**config.mk**
```make
export PLATFORM = sky130hd
export DESIGN_NAME = idll_ctrl
export DESIGN_NICKNAME = d
export VERILOG_FILES = /design/src/rtl/idll_pkg.sv /design/src/rtl/idll_ctrl.sv
export SDC_FILE = /design/constraint.sdc
export NUM_CORES = 1
export LEC_CHECK = 0
export BUFFER_PORTS_ARGS = -buffer_cell sky130_fd_sc_hd__buf_2
export CORE_AREA = 2 2 39 41
export DETAILED_ROUTE_END_ITERATION = 6
export DIE_AREA = 0 0 41 43
export PLACE_DENSITY_LB_ADDON = 0.08
export SYNTH_ARGS = -nofsm -noshare
export SYNTH_HDL_FRONTEND = slang
export SYNTH_SLANG_ARGS = --single-unit
```
**constraint.sdc**
```tcl
create_clock -name clk -period 1 [get_ports clk]
set_input_delay 0.2 -clock clk [delete_from_list [all_inputs] [get_ports clk]]
set_output_delay 0.2 -clock clk [all_outputs]
set_load 0.03 [all_outputs]
```
**src/rtl/idll_pkg.sv**
```systemverilog
// Shared constants, codes and controller/datapath interface types for the
// indexed doubly linked list. No dependencies.
`default_nettype none

package idll_pkg;

    localparam int MAX_ENTRIES = 1024;
    localparam int ADDR_W      = $clog2(MAX_ENTRIES);
    localparam int ID_W        = 10;
    localparam int FN_W        = 3;
    localparam int ST_W        = 2;

    localparam logic [FN_W-1:0] FN_START     = 3'd0;
    localparam logic [FN_W-1:0] FN_INS_LEFT  = 3'd1;
    localparam logic [FN_W-1:0] FN_INS_RIGHT = 3'd2;
    localparam logic [FN_W-1:0] FN_REMOVE    = 3'd3;
    localparam logic [FN_W-1:0] FN_QUERY     = 3'd4;

    localparam logic [ST_W-1:0] ST_DONE   = 2'd0;
    localparam logic [ST_W-1:0] ST_ABSENT = 2'd1;
    localparam logic [ST_W-1:0] ST_BAD    = 2'd2;

    typedef struct packed {
        logic load;
        logic clear;
        logic exec;
        logic link;
        logic finish;
    } idll_cmd_t;

    typedef struct packed {
        logic clear_last;
        logic two_step;
        logic slot_free;
    } idll_stat_t;

    function automatic logic [ADDR_W-1:0] to_addr(input logic [ID_W-1:0] id);
        logic [31:0] w;
        w = 32'(id);
        return w[ADDR_W-1:0];
    endfunction

    function automatic logic id_usable(input logic [ID_W-1:0] id);
        return (id != '0) && (32'(id) < 32'(MAX_ENTRIES));
    endfunction

endpackage

`default_nettype wire

```
**src/rtl/idll_ctrl.sv**
```systemverilog
// Controller state machine: clearing sweep, accept, execute, link fix-up
// and result hand-off. Depends on idll_pkg.
`default_nettype none

module idll_ctrl (
    input  wire logic               clk,
    input  wire logic               rst_n,
    input  wire logic               in_valid,
    output logic                    in_ready,
    input  wire idll_pkg::idll_stat_t stat,
    output idll_pkg::idll_cmd_t     cmd
);

    typedef enum logic [2:0] {
        S_CLEAR,
        S_IDLE,
        S_EXEC,
        S_LINK,
        S_RESP
    } state_t;

    state_t state_reg;
    state_t state_next;
    logic   ready_reg;
    logic   ready_next;

    always_comb
    begin
        state_next = state_reg;
        unique case (state_reg)
            S_CLEAR:
            begin
                if (stat.clear_last)
                begin
                    state_next = S_IDLE;
                end
            end
            S_IDLE:
            begin
                if (in_valid && ready_reg)
                begin
                    state_next = S_EXEC;
                end
            end
            S_EXEC:
            begin
                state_next = stat.two_step ? S_LINK : S_RESP;
            end
            S_LINK:
            begin
                state_next = S_RESP;
            end
            S_RESP:
            begin
                if (stat.slot_free)
                begin
                    state_next = S_IDLE;
                end
            end
            default:
            begin
                state_next = S_CLEAR;
            end
        endcase
        ready_next = (state_next == S_IDLE);
    end

    always_ff @(posedge clk or negedge rst_n)
    begin
        if (!rst_n)
        begin
            state_reg <= S_CLEAR;
            ready_reg <= 1'b0;
        end
        else
        begin
            state_reg <= state_next;
            ready_reg <= ready_next;
        end
    end

    assign in_ready   = ready_reg;
    assign cmd.load   = in_valid && ready_reg;
    assign cmd.clear  = (state_reg == S_CLEAR);
    assign cmd.exec   = (state_reg == S_EXEC);
    assign cmd.link   = (state_reg == S_LINK);
    assign cmd.finish = (state_reg == S_RESP) && stat.slot_free;

    a_link_after_exec: assert property (@(posedge clk) disable iff (!rst_n)
        state_reg == S_LINK |-> $past(state_reg) == S_EXEC)
        else $error("link step not preceded by execute");

    a_no_ready_in_clear: assert property (@(posedge clk) disable iff (!rst_n)
        state_reg == S_CLEAR |-> !ready_reg)
        else $error("ready raised during clearing sweep");

    a_ready_source: assert property (@(posedge clk) disable iff (!rst_n)
        ready_reg && !$past(ready_reg) |->
            ($past(state_reg) == S_RESP || $past(state_reg) == S_CLEAR))
        else $error("ready raised before result hand-off");

endmodule

`default_nettype wire

```
# ---- Word-level counts from Yosys, hierarchy flattened
# Cells that the tools add are included.
dict set report word_totals {
  input_bits 6
  latch_bits 0
  mem_count 0
  reg_bits 4
  mem_bits_ro 0
  mem_bits_rw 0
}
dict set report op_classes {
  eq_ne 5
  n_reduce_logical 3
  mul 0
  div 0
  mux 5
  magnitude_cmp 0
  addsub 0
  n_shift 0
  bitwise_logic 0
}
# op n
set op_table {}
lappend op_table {{$pmux W3 S5} 1}
lappend op_table {{$mux W3} 4}
lappend op_table {{$eq A3 B1 Y1 const B} 2}
lappend op_table {{$eq A3 B2 Y1 const B} 2}
lappend op_table {{$eq A3 B3 Y1 const B} 1}
lappend op_table {{$logic_not A3 Y1} 1}
lappend op_table {{$logic_and A1 B1 Y1} 2}

# ---- Depth between registers and ports, before layout
# Gate-level depths: netlist of the first run.
dict set report logic_depth {
  depth_word 4
  ltp_mapped 4
  depth_no_buf 3
}

# ---- Worst setup path before layout of the first run
# OpenSTA, ideal clock, no wires.
dict set report synth_path {
  path_kind {register -> output}
  startpoint {reg state_reg[1]}
  endpoint {out cmd[0] (netlist bit)}
  slack_ns -0.392
  n_path_buf 1
  stages_incl_launch_ff 3
  arrival_ns 1.192
  cell_sequence {dfrtp_1 buf_2 nor3_1}
}
# item line_no
set synth_rtl {}
lappend synth_rtl {{start: declaration} idll_ctrl.sv:22} ;# state_t state_reg;
lappend synth_rtl {{start signal: assignment} idll_ctrl.sv:77} ;# state_reg <= state_next;
lappend synth_rtl {{end: declaration} idll_ctrl.sv:11} ;# output idll_pkg::idll_cmd_t cmd

==> run summary, run 1 <==
Result of the run - finished, violations left
Violations in the final reports - setup timing
CP Cell Sequence - nand2b_4 -> nor2_4 -> buf_6
Worst hold path cell count - 3
Total global routing track utilization - 11.0%
Weighted congestion at the end of routability-driven global placement - 0.723
Number of nets with antenna violations after detailed routing - 0
Cell family with the largest share of critical-path delay - flip-flops
Worst path buffer plus inverter count - 1
Worst-path fanout max - 5
Post-Place Cell Area - 387 sq um
Clock tree sinks - 4
Most common cell after layout, fill and taps aside - sky130_fd_sc_hd__buf_6
Site Rows - 14
Std-Cell Core Area - 1380 sq um
Die width - 41 um
Power density cells - 3520 nW/um^2
R2R cell count - 4
Beginning of the worst hold path - stat[1]
Initial DRC Count - 10
Accumulated negative setup slack - -1.52 ns
Number of max-cap violations - 0
First-pass GRT wire length - 1.26 mm
N_diodes - 0
Worst Hold Slack - 0.261 ns
FF-to-FF End - state_reg[0]$_DFF_PN0_
Top Ports - 12
Worst Path Required - 0.80 ns
Slack of the worst reg-to-reg path - -0.12 ns
CP peak stage delay - 0.43 ns
Number of setup violations in the final report - 9
Final period utilization - 128%
TritonCTS Buffers - 3
Proportion of synthesized chip area in sequential cells - 36.9%
Syn_area_per_cell - 8.76 sq um
Grt ovf - 0
Detailed Place HPWL - 535 um
Max FFs per register - 3
H-Tree Depth - 1
Number of nets produced by synthesis - 37
PnR Total Power - 1.76 mW
Synthesis warning total - 0
Total count of hold-check failures in the final report - 0
Critical R2R Launch - state_reg[1]$_DFF_PN0_
Fmax - 781 MHz
RSZ-0062 raised after global routing - yes
Critical path type - flop to output port
Hold Crit Class - input pin to flop
Port buffer count - 11
Largest net degree at the start of global routing - 6
Final critical path time including I/O delays and setup - 1.28 ns
Register bit total from synthesis - 4
Vias in the first global route - 302
Area growth syn-to-layout - 84.8%
Post-Synthesis Cells - 31
Share of synthesized registers carrying an async set or reset - 100%
Startpoint types - flop
Max VDD drop - 1.29 mV
Antenna violations before repair - 0
Most used DFF post-synth - sky130_fd_sc_hd__dfrtp_1
Fraction of final layout cells sized beyond drive strength 1 - 72.5%
Slew @ Worst Pin - 0.180 ns
Count of distinct cell types in the synthesized netlist - 20
Total via count after detailed routing - 302
Remaining routing DRC violations - 0
Area enclosed by the die boundary - 1760 sq um
Routed wire length - 786 um
Wirelength per Cell - 11.7 um
Final Max Slew Viols - 0
Overall die height - 43 um
Longest Clk Path Bufs - 2
Critical-path top delay cell - sky130_fd_sc_hd__dfrtp_2
Final WS setup - -0.281 ns
Data arrival time of the critical path - 1.08 ns
Post-layout net count - 58
CTS tree - yes
Worst-skew pair later-pin latency - 0.25 ns
Netlist area before placement - 272 sq um
Total non-filler cell area in the finished layout - 502 sq um
End of the worst hold path - state_reg[1]$_DFF_PN0_
Worst-path clk slew - 0.04 ns
Cell chosen for the clock root - sky130_fd_sc_hd__clkbuf_4
Worst Setup End Kind - output port
Slew headroom - 88.0%
Leakage power of the design - 0.217 nW
Number of vias per cell - 4.51
Filler cell count in the final layout - 146
Initial Utilization - 19.6%
Number of synthesized flops with an enable pin - 0
Setup skew after layout - 0.00767 ns
Drt first pass iters - 2
Commonest cells after routing, fill and taps aside - sky130_fd_sc_hd__buf_6, sky130_fd_sc_hd__buf_4, sky130_fd_sc_hd__buf_2
-- synthesized netlist by cell type (2+ instances only) --
cell	count	area (sq um)
sky130_fd_sc_hd__a21oi_1	3	15.0
sky130_fd_sc_hd__dfrtp_1	4	100
sky130_fd_sc_hd__nand2b_1	3	18.8
sky130_fd_sc_hd__nand2_1	2	7.51
sky130_fd_sc_hd__nor2_1	3	11.3
sky130_fd_sc_hd__nor3_1	2	10.0
-- metrics by stage --
| step | cells | worst slack [ns] | util [%] |
|---|---|---|---|
| 2_1_floorplan | 31 | -0.180 | - |
| 3_3_place_gp | 61 | -0.142 | 27.9 |
| 3_5_place_dp | 61 | -0.113 | 27.9 |
| 4_1_cts | 67 | -0.280 | 35.3 |
| 5_1_grt | 67 | -0.318 | 36.3 |
| 6_report | 67 | -0.281 | 36.3 |
-- final cells by class --
cell class,instances,area [sq um],area share [%]
Tap cell,16,20.0,3.99
Timing Repair Buffer,19,159,31.7
Clock buffer,4,26.3,5.24
Multi-Input combinational cell,23,185,36.9
Sequential cell,4,105,20.9
Inverter,1,6.26,1.25
-- worst max path at each step --
stage	startpoint	endpoint	slack [ns]	cells past startpoint
after floorplan	in_ready$_DFF_PN0_	in_ready$_DFF_PN0_	-0.18	3
after global placement	state_reg[1]$_DFF_PN0_	state_reg[0]$_DFF_PN0_	-0.14	4
after detailed placement	state_reg[0]$_DFF_PN0_	in_ready$_DFF_PN0_	-0.11	3
after CTS	state_reg[2]$_DFF_PN0_	cmd[0]	-0.28	3
after global routing	state_reg[2]$_DFF_PN0_	cmd[3]	-0.32	3
final	state_reg[2]$_DFF_PN0_	cmd[2]	-0.28	3
-- routing by layer --
| metal | routed length, um | global-route usage, % | vias up |
|---|---|---|---|
| met2 | 380 | 15.9 | 14 |
| met3 | 64 | 3.66 | 2 |
| met4 | 8 | 8.00 | 0 |
| li1 | - | - | 144 |
| met5 | 0 | 0 | - |
| met1 | 333 | 12.6 | 142 |
-- where the power goes --
| group | switching, mW | total (mW) | leakage [nW] | internal, mW |
|---|---|---|---|---|
| Sequential | 0.139 | 0.397 | 0.0451 | 0.258 |
| Clock | 0.0844 | 0.235 | 0.0150 | 0.151 |
| Combinational | 0.540 | 1.13 | 0.157 | 0.592 |
| Total | 0.764 | 1.76 | 0.217 | 1.00 |
-- cell families after synthesis --
family | Yosys count | share of synthesized area [%]
simple gates | 16 | 34.1
compound gates | 7 | 18.0
flops | 4 | 36.9
buf+inv | 4 | 11.1
-- worst register-to-register path, cell delays in order (launching register included) --
cell,delay (ns)
sky130_fd_sc_hd__dfrtp_2,0.46
sky130_fd_sc_hd__buf_4,0.18
sky130_fd_sc_hd__nor2_1,0.14
sky130_fd_sc_hd__nand2b_1,0.07
sky130_fd_sc_hd__a22oi_1,0.19
-- timing repair --
action                                 CTS  global route
hold buffers                             1             0
endpoints found under the hold margin    4             0
setup endpoints to repair               10            10
setup buffers                            1             0
pin swaps                                0             1
gates resized for setup                 17             4
Power figures use the tool's default switching activity.
==> inputs of run 2 (changes only) <==
--- a/config.mk
+++ b/config.mk
@@ -5,6 +5,7 @@
 export SDC_FILE = /design/constraint.sdc
 export NUM_CORES = 1
 export LEC_CHECK = 0
+export ABC_AREA = 1
 export BUFFER_PORTS_ARGS = -buffer_cell sky130_fd_sc_hd__buf_2
 export CORE_AREA = 2 2 39 41
 export DETAILED_ROUTE_END_ITERATION = 6
==> run 2 against run 1 <==
Net effect: the run still ends with setup timing left; cell count up 7.5%; hold slack better by 0.034 ns; clock-buffer cell count is 1 lower; combinational power grew 7%; critical endpoint unchanged; highest routed layer is now met3.
==> run summary, run 2 <==
Vias in the first global route - 304
Commonest cells after routing, fill and taps aside - sky130_fd_sc_hd__buf_6, sky130_fd_sc_hd__buf_4, sky130_fd_sc_hd__inv_2, sky130_fd_sc_hd__buf_2
Critical path type - flop to output port
Total count of hold-check failures in the final report - 0
Routed wire length - 688 um
Number of nets with antenna violations after detailed routing - 0
Total via count after detailed routing - 284
Post-layout net count - 64
Number of setup violations in the final report - 9
Critical R2R Launch - state_reg[1]$_DFF_PN0_
Total global routing track utilization - 9.08%
Remaining routing DRC violations - 0
Part of the total power dissipated in the clock network - 10.6%
P_sw - 835 uW
Worst Setup End Kind - output port
H-Tree Depth - 1
Post-Place Cells - 63
Pint - 967 uW
Area growth syn-to-layout - 124%
Share of synthesized registers carrying an async set or reset - 100%
Filler cell count in the final layout - 152
CP peak stage delay - 0.48 ns
Number of max-cap violations - 0
Worst-path fanout max - 6
Drt first pass iters - 1
RSZ-0062 raised after global routing - yes
Proportion of synthesized chip area in sequential cells - 42.8%
Area occupied by multi-input gates - 161 sq um
Startpoint types - flop
PnR Total Power - 1.80 mW
N_diodes - 0
Count of distinct cell types in the synthesized netlist - 13
Most frequent cell after synthesis - sky130_fd_sc_hd__inv_1
Number of synthesized flops with an enable pin - 0
Worst-path clk slew - 0.04 ns
Initial DRC Count - 0
Commonest cells post-synth - sky130_fd_sc_hd__inv_1, sky130_fd_sc_hd__dfrtp_1, sky130_fd_sc_hd__nor2_1
Fraction of final layout cells sized beyond drive strength 1 - 80.4%
Antenna violations before repair - 0
Final cell count without fillers - 72
Final period utilization - 128%
Fraction of synthesized cell area taken by the top area cell type - 42.8%
Total non-filler cell area in the finished layout - 524 sq um
Clock tree sinks - 4
Overall die height - 43 um
Worst Path Required - 0.80 ns
Slew headroom - 85.4%
Critical-path top delay cell - sky130_fd_sc_hd__dfrtp_2
Number of vias per cell - 3.94
CTS tree - yes
Result of the run - finished, violations left
Leakage power of the design - 0.271 nW
Register bit total from synthesis - 4
Top Ports - 12
Final critical path time including I/O delays and setup - 1.28 ns
Number of nets produced by synthesis - 37
Slew @ Worst Pin - 0.219 ns
Violations in the final reports - setup timing
Most used DFF post-synth - sky130_fd_sc_hd__dfrtp_1
Area enclosed by the die boundary - 1760 sq um
Cell type with the largest total area after synthesis - sky130_fd_sc_hd__dfrtp_1
Sequential fraction of design power - 22.3%
Weighted congestion at the end of routability-driven global placement - 0.691
Syn_area_per_cell - 7.55 sq um
Largest net degree at the start of global routing - 7
Final Max Slew Viols - 0
Data arrival time of the critical path - 1.08 ns
Longest Clk Path Bufs - 2
Biggest area contributors in the synthesized netlist - sky130_fd_sc_hd__dfrtp_1, sky130_fd_sc_hd__inv_1, sky130_fd_sc_hd__nand3_1
Logic pwr share - 67.2%
Grt ovf - 0
Post-Synthesis Cells - 31
Port buffer count - 11
Site Rows - 14
Fmax - 783 MHz
Power density cells - 3440 nW/um^2
Wirelength per Cell - 9.56 um
Final WS setup - -0.277 ns
Hold Crit Class - input pin to asynchronous set/reset pin
R2R cell count - 7
Std-Cell Core Area - 1380 sq um
FF-to-FF End - in_ready$_DFF_PN0_
Worst Hold Slack - 0.295 ns
Slack of the worst reg-to-reg path - -0.20 ns
Synthesis warning total - 0
Critical path origin - state_reg[2]$_DFF_PN0_
Setup crit end - cmd[2]
Accumulated negative setup slack - -1.62 ns
TritonCTS Buffers - 3
CP Cell Sequence - nor3_4 -> buf_6
Netlist area before placement - 234 sq um
Max FFs per register - 3
Share of total power consumed by net switching - 46.3%
Initial Utilization - 16.9%
Worst-skew pair later-pin latency - 0.23 ns
Area taken by flip-flops and latches - 104 sq um
Die width - 41 um
Post-Place Cell Area - 379 sq um
First-pass GRT wire length - 1.10 mm
Setup skew after layout - 0.00364 ns
Cell chosen for the clock root - sky130_fd_sc_hd__clkbuf_4
Detailed Place HPWL - 529 um
Max VDD drop - 1.19 mV
run 2: changes by cell type after synthesis, moves of 2 or more:
cell                       delta
sky130_fd_sc_hd__nor2_2       +2
sky130_fd_sc_hd__inv_1        +6
sky130_fd_sc_hd__nand2b_1     -3
sky130_fd_sc_hd__nand3_1      +2
run 2: layout make-up:
| cell class | count | share of cell area, % |
|---|---|---|
| clock buffer | 3 | 4.30 |
| tap | 16 | 3.82 |
| sequential | 4 | 19.8 |
| timing repair buffer | 22 | 35.3 |
| multi-input combinational | 20 | 30.8 |
| inverter | 7 | 5.97 |
run 2: timing repair:
item | CTS | global route
endpoints found under the setup margin | 9 | 10
endpoints found under the hold margin | 4 | 0
pin swaps | 5 | 4
setup buffers | 4 | 1
gates resized for setup | 20 | 5
hold buffers | 1 | 0
run 2: cell families (layout without fill, tap and decap cells):
kind of cell	count (synthesis)	after routing	share of synthesized area, %
and+or+nand+nor	17	17	38.0
buffers and inverters	7	32	11.2
DFF	4	4	42.8
AOI/OAI and AO/OA	3	3	8.02
run 2: metrics by stage:
| stage | worst slack [ns] | util (%) |
|---|---|---|
| floorplan | -0.0332 | - |
| global placement | -0.126 | 27.4 |
| detailed placement | -0.137 | 27.4 |
| CTS | -0.309 | 36.4 |
| global route | -0.317 | 37.9 |
| finish | -0.277 | 37.9 |
run 2: critical path: cells and delay by family, from the launching register on:
| kind | cells | cell delay [ns] |
|---|---|---|
| buffers and inverters | 1 | 0.15 |
| flip-flops | 1 | 0.48 |
| AND/OR/NAND/NOR | 1 | 0.22 |
run 2: metal layers:
| layer | part of all wire, % | GRT usage, % | wire length [um] |
|---|---|---|---|
| met5 | 0 | 0 | 0 |
| met4 | 0 | 6.00 | 0 |
| met3 | 6.7 | 1.57 | 46 |
| met2 | 55 | 13.1 | 381 |
| met1 | 38 | 11.8 | 259 |
run 2: power by group through the flow:
| stage | registers [mW] | logic [mW] | clock network, mW |
|---|---|---|---|
| 6_report | 0.401 | 1.21 | 0.190 |
| 5_1_grt | 0.413 | 1.30 | 0.209 |
| 4_1_cts | 0.396 | 1.16 | 0.203 |
| 3_5_place_dp | 0.366 | 0.886 | 0 |
| 3_3_place_gp | 0.364 | 0.870 | 0 |
| 2_1_floorplan | 0.407 | 0.536 | 0 |
run 2: worst min path at each step:
stage	start	end	slack [ns]	cells after the start
after floorplan	rst_n	in_ready$_DFF_PN0_	-0.1	0
after global placement	rst_n	state_reg[0]$_DFF_PN0_	0.007	1
after detailed placement	rst_n	state_reg[0]$_DFF_PN0_	0.008	1
after CTS	rst_n	state_reg[0]$_DFF_PN0_	0.29	2
after global routing	rst_n	state_reg[0]$_DFF_PN0_	0.32	2
final	rst_n	state_reg[0]$_DFF_PN0_	0.30	2
==> inputs of run 3 (changes only) <==
==> constraint.sdc (replaced) <==
create_clock -name clk -period 1.2 [get_ports clk]
set_input_delay 0.24 -clock clk [delete_from_list [all_inputs] [get_ports clk]]
set_output_delay 0.24 -clock clk [all_outputs]
set_load 0.03 [all_outputs]
==> run 3 against run 2 <==
Net effect: the flow still finishes with violations (setup timing); setup slack gained 0.15 ns; via count shrank 1.4%; first-iteration DRC count grew 1; final area shrank 12%; non-clock buffer count shrank 2; global-route usage shrank 0.20 points; die area is the same; clock power shrank 17%; critical path type unchanged.
==> run summary, run 3 (synthesized netlist as in run 2, its figures left out) <==
Detailed Place HPWL - 476 um
Vias in the first global route - 275
Fraction of final layout cells sized beyond drive strength 1 - 72.2%
Die width - 41 um
Number of setup violations in the final report - 6
Worst-skew pair later-pin latency - 0.23 ns
Initial DRC Count - 1
Worst Hold Slack - 0.313 ns
Post-Place Cells - 60
Total length of routed met2 wires - 333 um
Worst-path fanout max - 4
Std-Cell Core Area - 1380 sq um
Setup skew after layout - 0.00180 ns
Hold Crit Class - input pin to flop
Grt ovf - 0
Post-Place Worst Slack - 0.00358 ns
Critical path type - flop to output port
Slew @ Worst Pin - 0.179 ns
Violations in the final reports - setup timing
PnR Total Power - 1.33 mW
Total non-filler cell area in the finished layout - 459 sq um
Filler cell count in the final layout - 142
Area growth syn-to-layout - 96.3%
Cell family with the largest share of critical-path delay - flip-flops
End of the worst hold path - state_reg[1]$_DFF_PN0_
Worst Setup End Kind - output port
Site Rows - 14
Longest Clk Path Bufs - 2
Critical-path top delay cell - sky130_fd_sc_hd__dfrtp_2
Top Ports - 12
Data arrival time of the critical path - 1.08 ns
H-Tree Depth - 1
CP Cell Sequence - nor2_4 -> nand3_2 -> inv_2 -> buf_6
Slew headroom - 88.0%
Most common cell after layout, fill and taps aside - sky130_fd_sc_hd__buf_4
Largest net degree at the start of global routing - 8
Commonest cells after routing, fill and taps aside - sky130_fd_sc_hd__buf_4, sky130_fd_sc_hd__buf_2, sky130_fd_sc_hd__inv_1
Overall die height - 43 um
Weighted congestion at the end of routability-driven global placement - 0.604
Cell chosen for the clock root - sky130_fd_sc_hd__clkbuf_4
CTS tree - yes
Drt first pass iters - 2
N_diodes - 0
Routed wire length - 612 um
Number of max-cap violations - 0
Max FFs per register - 3
Number of vias per cell - 4.00
Number of nets with antenna violations after detailed routing - 0
Critical R2R Launch - state_reg[0]$_DFF_PN0_
Beginning of the worst hold path - in_valid
Total global routing track utilization - 8.88%
Final critical path time including I/O delays and setup - 1.32 ns
WL met1 - 240 um
Antenna violations before repair - 0
Remaining routing DRC violations - 0
Worst-path clk slew - 0.03 ns
Power density cells - 2900 nW/um^2
CP peak stage delay - 0.43 ns
Startpoint types - flop
Worst path buffer plus inverter count - 2
Max VDD drop - 1.06 mV
RSZ-0062 raised after global routing - yes
Slack of the worst reg-to-reg path - -0.03 ns
First-pass GRT wire length - 1.01 mm
Wire length on met3 - 38 um
Worst hold path cell count - 3
Wirelength per Cell - 8.74 um
Total count of hold-check failures in the final report - 0
FF-to-FF End - in_ready$_DFF_PN0_
Post-Place Cell Area - 337 sq um
Worst Path Required - 0.96 ns
Result of the run - finished, violations left
TritonCTS Buffers - 3
Post-layout net count - 62
R2R cell count - 8
Clock tree sinks - 4
Area enclosed by the die boundary - 1760 sq um
Initial Utilization - 16.9%
Final cell count without fillers - 70
Final Max Slew Viols - 0
Final WS setup - -0.125 ns
Fmax - 755 MHz
Port buffer count - 11
Crit path depth - 4
Final period utilization - 110%
Total via count after detailed routing - 280
Highest routing layer actually used - met3
Leakage power of the design - 0.254 nW
run 3: routing by layer:
layer	GRT usage, %	up-vias
li1	-	145
met1	9.48	128
met2	13.8	7
met3	1.57	0
met4	8.00	0
met5	0	-
run 3: how the worst max path moves through the flow:
stage	startpoint	to	slack, ns
after floorplan	state_reg[0]$_DFF_PN0_	cmd[1]	0.02
after global placement	state_reg[0]$_DFF_PN0_	cmd[0]	0.01
after detailed placement	state_reg[0]$_DFF_PN0_	cmd[0]	0.004
after CTS	state_reg[0]$_DFF_PN0_	cmd[3]	-0.16
after global routing	state_reg[1]$_DFF_PN0_	cmd[2]	-0.18
final	state_reg[0]$_DFF_PN0_	cmd[0]	-0.12
run 3: final cells by class:
| cell class | count | area [sq um] | area share, % |
|---|---|---|---|
| multi-input cells | 20 | 145 | 31.6 |
| well taps | 16 | 20.0 | 4.36 |
| clock buffers | 3 | 22.5 | 4.90 |
| inverters | 7 | 26.3 | 5.72 |
| repair buffers | 20 | 143 | 31.1 |
| flip-flops and latches | 4 | 103 | 22.3 |
run 3: power breakdown:
group,total [mW],internal (mW),switching [mW]
Combinational,0.873,0.398,0.474
Sequential,0.302,0.208,0.0948
Clock,0.158,0.111,0.0465
Total,1.33,0.717,0.616
run 3: worst min-delay path, stage by stage:
cell                      delay, ns
sky130_fd_sc_hd__buf_2         0.10
sky130_fd_sc_hd__nand2_2       0.08
sky130_fd_sc_hd__o21ai_2       0.07
run 3: metrics by stage:
step                setup TNS, ns  util (%)
CTS                        -0.515      30.6
finish                     -0.480      33.2
global route               -0.878      33.2
global placement                0      24.3
floorplan                       0         -
detailed placement              0      24.3
run 3: timing repair:
| action | in CTS | in global routing |
|---|---|---|
| pin swaps | 1 | 5 |
| hold buffers | 1 | 0 |
| resized for setup | 8 | 8 |
| hold endpoints to repair | 4 | 0 |
| buffers inserted | 4 | 2 |
| setup endpoints to repair | 4 | 7 |
